==> src/sv/ryv_pkg.sv <==
// Shared types, constants and the exp2 factor table for the viscosity pipeline.
package ryv_pkg;

   localparam int unsigned DATA_W    = 32;
   localparam int unsigned LOG_W     = 22;
   localparam int unsigned E_W       = 38;
   localparam int unsigned FRAC_W    = 16;
   localparam int unsigned EXP_LANES = 2;
   localparam int unsigned CSR_IDX_W = 8;

   localparam logic [31:0] Q_ONE     = 32'h0001_0000;
   localparam logic [31:0] MAX32     = 32'hFFFF_FFFF;
   localparam logic [30:0] LOG2E_Q30 = 31'd1549082005;

   // Exponent limits for exp2, signed Q.32
   localparam logic signed [63:0] EXP_LO = -(64'sd64 <<< 32);
   localparam logic signed [63:0] EXP_HI = 64'sd16 <<< 32;

   // Configuration register indexes
   typedef enum logic [CSR_IDX_W-1:0] {
      REG_CONSISTENCY_K       = 8'd0,
      REG_FLOW_INDEX_N        = 8'd1,
      REG_YIELD_STRESS        = 8'd2,
      REG_VISCOSITY_CAP       = 8'd3,
      REG_REGULARIZATION_RATE = 8'd4,
      REG_STRAIN_RATE_FLOOR   = 8'd5
   } reg_index_type;

   // Per-item data carried alongside the log2 and exp2 units
   typedef struct packed {
      logic [DATA_W-1:0] sr;
      logic [E_W-1:0]    e;
      logic              big;
   } side_type;

   // Bitwise integer square root (elaboration only)
   function automatic logic [63:0] isqrt64(input logic [63:0] v_in);
      logic [63:0] v;
      logic [63:0] res;
      logic [63:0] b;
      v   = v_in;
      res = '0;
      b   = 64'h4000_0000_0000_0000;
      for (int i = 0; i < 32; i++) begin
         if (v >= res + b) begin
            v   = v - (res + b);
            res = (res >> 1) + b;
         end else begin
            res = res >> 1;
         end
         b = b >> 2;
      end
      return res;
   endfunction

   // Factors 2^(2^-i), i = 1..16, Q2.30, entry i-1 at bits [32*(i-1) +: 32]
   function automatic logic [FRAC_W*32-1:0] fac_table();
      logic [63:0]            fac;
      logic [FRAC_W*32-1:0]   tab;
      fac = 64'h8000_0000;
      tab = '0;
      for (int i = 0; i < FRAC_W; i++) begin
         fac = isqrt64(fac << 30);
         tab[i*32 +: 32] = fac[31:0];
      end
      return tab;
   endfunction

   localparam logic [FRAC_W*32-1:0] EXP2_FAC = fac_table();

endpackage

==> src/sv/ryv_div.sv <==
// Restoring divider, one quotient bit per stage: floor(num*2^16 / den), with overflow flag.
module ryv_div (
   input  logic        clock,
   input  logic        reset,
   input  logic        adv,
   input  logic        in_valid,
   input  logic [31:0] in_num,
   input  logic [31:0] in_den,
   output logic        out_valid,
   output logic [31:0] out_q,
   output logic        out_bypass
);
   import ryv_pkg::*;

   localparam int unsigned STEPS = DATA_W;

   logic        valid_ff  [0:STEPS];
   logic [31:0] rem_ff    [0:STEPS];
   logic [31:0] lo_ff     [0:STEPS];
   logic [31:0] q_ff      [0:STEPS];
   logic [31:0] den_ff    [0:STEPS];
   logic        bypass_ff [0:STEPS];

   // Zero divisor or a quotient above 32 bits both set the bypass flag, which the top level turns into the cap
   always_ff @(posedge clock) begin
      if (reset) begin
         valid_ff[0] <= 1'b0;
      end else if (adv) begin
         valid_ff[0] <= in_valid;
      end
      if (adv) begin
         rem_ff[0]    <= {16'b0, in_num[31:16]};
         lo_ff[0]     <= {in_num[15:0], 16'b0};
         q_ff[0]      <= '0;
         den_ff[0]    <= in_den;
         bypass_ff[0] <= (in_den == '0) || ({16'b0, in_num} >= {in_den, 16'b0});
      end
   end

   for (genvar s = 1; s <= STEPS; s++) begin : g_step
      logic [32:0] r_in;
      logic [32:0] d_in;
      logic        ge_in;
      always_comb begin
         r_in  = {rem_ff[s-1], lo_ff[s-1][31]};
         ge_in = r_in >= {1'b0, den_ff[s-1]};
         d_in  = r_in - {1'b0, den_ff[s-1]};
      end
      always_ff @(posedge clock) begin
         if (reset) begin
            valid_ff[s] <= 1'b0;
         end else if (adv) begin
            valid_ff[s] <= valid_ff[s-1];
         end
         if (adv) begin
            rem_ff[s]    <= ge_in ? d_in[31:0] : r_in[31:0];
            lo_ff[s]     <= {lo_ff[s-1][30:0], 1'b0};
            q_ff[s]      <= {q_ff[s-1][30:0], ge_in};
            den_ff[s]    <= den_ff[s-1];
            bypass_ff[s] <= bypass_ff[s-1];
         end
      end
   end

   assign out_valid  = valid_ff[STEPS];
   assign out_q      = q_ff[STEPS];
   assign out_bypass = bypass_ff[STEPS];

endmodule

==> config.mk <==
export PLATFORM = sky130hd
export DESIGN_NAME = ryv_div
export DESIGN_NICKNAME = d
export VERILOG_FILES = /design/src/sv/ryv_pkg.sv /design/src/sv/ryv_div.sv
export SDC_FILE = /design/constraint.sdc
export NUM_CORES = 2
export LEC_CHECK = 0
export BUFFER_PORTS_ARGS = -buffer_cell sky130_fd_sc_hd__buf_4
export CORE_MARGIN = 3
export CORE_UTILIZATION = 55
export DETAILED_ROUTE_END_ITERATION = 16
export GPL_TIMING_DRIVEN = 0
export HOLD_SLACK_MARGIN = 0.15
export PLACE_DENSITY_LB_ADDON = 0.05
export SLEW_MARGIN = 20
export SYNTH_ARGS = -nofsm -noshare
export SYNTH_HDL_FRONTEND = slang
export SYNTH_MEMORY_MAX_BITS = 65536
export SYNTH_SLANG_ARGS = --single-unit
==> constraint.sdc <==
create_clock -name clock -period 4.4 [get_ports clock]
set_clock_uncertainty 0.15 [all_clocks]
set_input_delay 0.88 -clock clock [delete_from_list [all_inputs] [get_ports clock]]
set_output_delay 0.88 -clock clock [all_outputs]
set_load 0.01 [all_outputs]
==> summary.md <==
| Metric | Value |
|---|---|
| Clock buffer depth | `4` |
| Critical path type | `register to register` |
| Post-route ant nets | `0` |
| Crit path required time | `4.88 ns` |
| Post-Synth Adder-Cell Area | `9.16%` |
| Synth top area share | `a little under three fifths` |
| FP Rows | `roughly 190` |
| Top cell types by occurrence after synthesis | `edfxtp_1, inv_1, nand2_1` |
| Global-route wire length before repair | `about 550,000 um` |
| Via Count | `roughly 100,000` |
| Cell Area, Synth | `~150,000 um^2` |
| Final Max Slew Viols | `0` |
| Core Area | `264,000 um^2` |
| Fill cells | `20,900` |
| Xor-xnor portion of the synthesized cell area | `4.95%` |
| CTS tree | `yes` |
| Clock latency on the worst-skew pair | `roughly 0.90 ns` |
| Via/cell ratio | `~5.8` |
| Die Wd | `522 um` |
| Design Power | `about 120,000 uW` |
| CP Data Arrival Time | `4.82 ns` |
| Leakage | `~0.067 uW` |
| HPWL Detailed | `~270,000 um` |
| Number of global-route vias before repair | `95,900` |
| Synth Register Bits | `~2,800` |
| Critical path fanouts, max | `10` |
| Yosys Warn Count | `0` |
| Slew margin rel. | `between 30% and 40%` |
| Mapped Avg Cell Area | `11.6 um^2` |
| CP Launch Type | `register` |
| Shortest period the worst path allows | `roughly 4.3 ns` |
| Netlist cell types | `97` |
| Ranking of synthesized cells by area | `edfxtp_1, ha_1, o21ai_0` |
| Final hold vios | `0` |
| Ports | `102` |
| Synth Area in Compound Gates | `roughly 14%` |
| Crit. End Element | `register` |
| GRT Overall Usage | `between 20% and 30%` |
| Residual DRC count | `0` |
| Starting DRT DRC Count | `~8,600` |
| Largest family of logic cells by synthesized area | `compound AO/OA/AOI/OAI gates` |
| Total gr overflow | `0` |
| Max VDD drop | `0.440 mV` |
| Multiplexer share of the synthesized area | `1.76%` |
| Final nets | `14,300` |
| Clock Pin Slew Worst Setup and Hold Paths | `roughly 0.060 ns` |
| Max_cap viols | `0` |
| Die area | `~270,000 um^2` |
| Cts bufs inserted | `between 200 and 300` |
| Pin count of the biggest net entering global routing | `172` |
| Reg2reg setup slack | `roughly 0.066 ns` |
| Ys flop type | `edfxtp_1` |
| Slew @ Worst Pin | `about 0.94 ns` |
| Synth Net Count | `13,800` |
| Tcrit/Tclk final | `98.5%` |
| Setup violations, final | `0` |
| WL final | `~360,000 um` |
| Starting density of the core | `between 50% and 60%` |
| Clk root buf | `clkbuf_16` |
| Simple logic cell fraction of the synthesized area | `under 10%` |
| Wire length per cell | `21.2 um` |
| GP Congestion | `between 0.9 and 1` |
| Port Buf Inserts | `a little over 100` |
| Vert. Die Dim | `522 um` |
| Initial antenna violation count | `11` |
| Fraction of layout cells with a size suffix above 1 | `7.84%` |
| Synthesized instance count | `between 10,000 and 15,000` |
| Ys async rst share | `0%` |
| # clock sinks | `between 2,000 and 3,000` |
| Area leader, netlist | `edfxtp_1` |
| EDFF count, synth | `around 2,800` |
| Count leader, synth | `edfxtp_1` |
| Final core occ | `between 60 and 70%` |
| Layout area overhead | `11.6%` |
| PwrDens | `~740 nW/um^2` |
| Hold crit path type | `register to register` |
| Setup TNS | `0 ns` |
| H-tree depth | `5` |
| Register area share after synthesis | `roughly 57%` |
| Fmax | `around 0.23 GHz` |
| Status | `complete, no violations` |
| DRT Pass-1 Iters | `6` |
==> layout make-up <==
cell class / count / area [um^2] / area share (%)
flip-flops and latches: 2762 / 82900 / 50.7
inverters: 1262 / 4740 / 2.89
clock buffers: 355 / 7780 / 4.75
multi-input cells: 8370 / 58400 / 35.7
repair buffers: 214 / 2170 / 1.33
well taps: 3515 / 4400 / 2.69
plain buffers: 297 / 1330 / 0.812
diodes: 6 / 15.0 / 0.00917
clock inverters: 179 / 1860 / 1.14
==> cell usage in the layout (no fill, tap or decap), drive strengths merged, types with 194 or more instances in the layout <==
| master | synthesis | final |
|---|---|---|
| mux2 | 202 | 202 |
| clkbuf | 253 | 605 |
| nand2 | 1110 | 1110 |
| xor2 | 404 | 404 |
| a21o | 505 | 505 |
| ha | 1024 | 1024 |
| a21oi | 925 | 925 |
| nand3 | 194 | 194 |
| inv | 1262 | 1277 |
| xnor2 | 425 | 425 |
| buf | 49 | 196 |
| nor2 | 535 | 535 |
| o21ai | 1074 | 1074 |
| edfxtp | 2762 | 2762 |
==> critical path, cell delays in order (launching register included) <==
cell and delay (ns):
edfxtp_1 0.43, ha_1 0.39, and4_2 0.33, and3_1 0.20, o2111ai_1 0.20, a31oi_2 0.31, nand4_1 0.25, a311oi_4 0.42
a31oi_1 0.20, nor2_2 0.18, o211ai_1 0.25, buf_4 0.21, clkbuf_2 0.21, mux2_2 0.36
==> registers in the layout, summed over array words and instances (netlist names) <==
signal,flops
bypass_ff,33
den_ff,1024
lo_ff,136
q_ff,528
rem_ff,1008
valid_ff,33
==> cell families (layout without fill, tap and decap cells) <==
family,count (synthesis),in the layout
flops,2762,2762
mux,222,222
xor+xnor,829,829
other cells,0,6
simple gates,2850,2850
buf+inv,1564,2307
fa+ha+maj,1055,1055
compound gates,3414,3414
==> worst paths after layout <==
check,from,endpoint,cells after the start
setup / recovery,rem_ff[0][138],rem_ff[0][177],13
hold / removal,q_ff[24][14],q_ff[25][15],0
setup reg to reg,rem_ff[0][138],rem_ff[0][177],13
hold reg to reg,q_ff[24][14],q_ff[25][15],0
==> power by group <==
group / total (uW) / internal [uW] / switching [uW]
registers: 42400 / 38200 / 4250
logic: 53400 / 21700 / 31700
clock network: 24700 / 14300 / 10400
==> metrics by stage <==
stage	hold slack (ns)	cell area, um^2	instances	worst slack (ns)
after floorplan	0.250	147000	12700	0.684
after global placement	0.250	152000	16300	-21.80
after detailed placement	0.255	152000	16300	-0.813
after CTS	0.246	163000	16900	0.00149
after global routing	0.259	164000	17000	-0.0867
final	0.247	164000	17000	0.0663
==> layer usage <==
metal	vias up	global-route usage, %	share of wire (%)
met5	-	0	0.0058
met4	4	9.54	3.9
met3	696	2.56	4.9
met2	2918	43.4	48
met1	47600	35.0	43
li1	47500	-	-
==> what timing repair did <==
action	4_1_cts	5_1_grt
pin swaps	6	12
endpoints found under the setup margin	696	727
hold buffers	65	0
setup buffers	11	19
hold endpoints to repair	65	0
gates resized for setup	95	161
(Power assumes the default switching activity.)
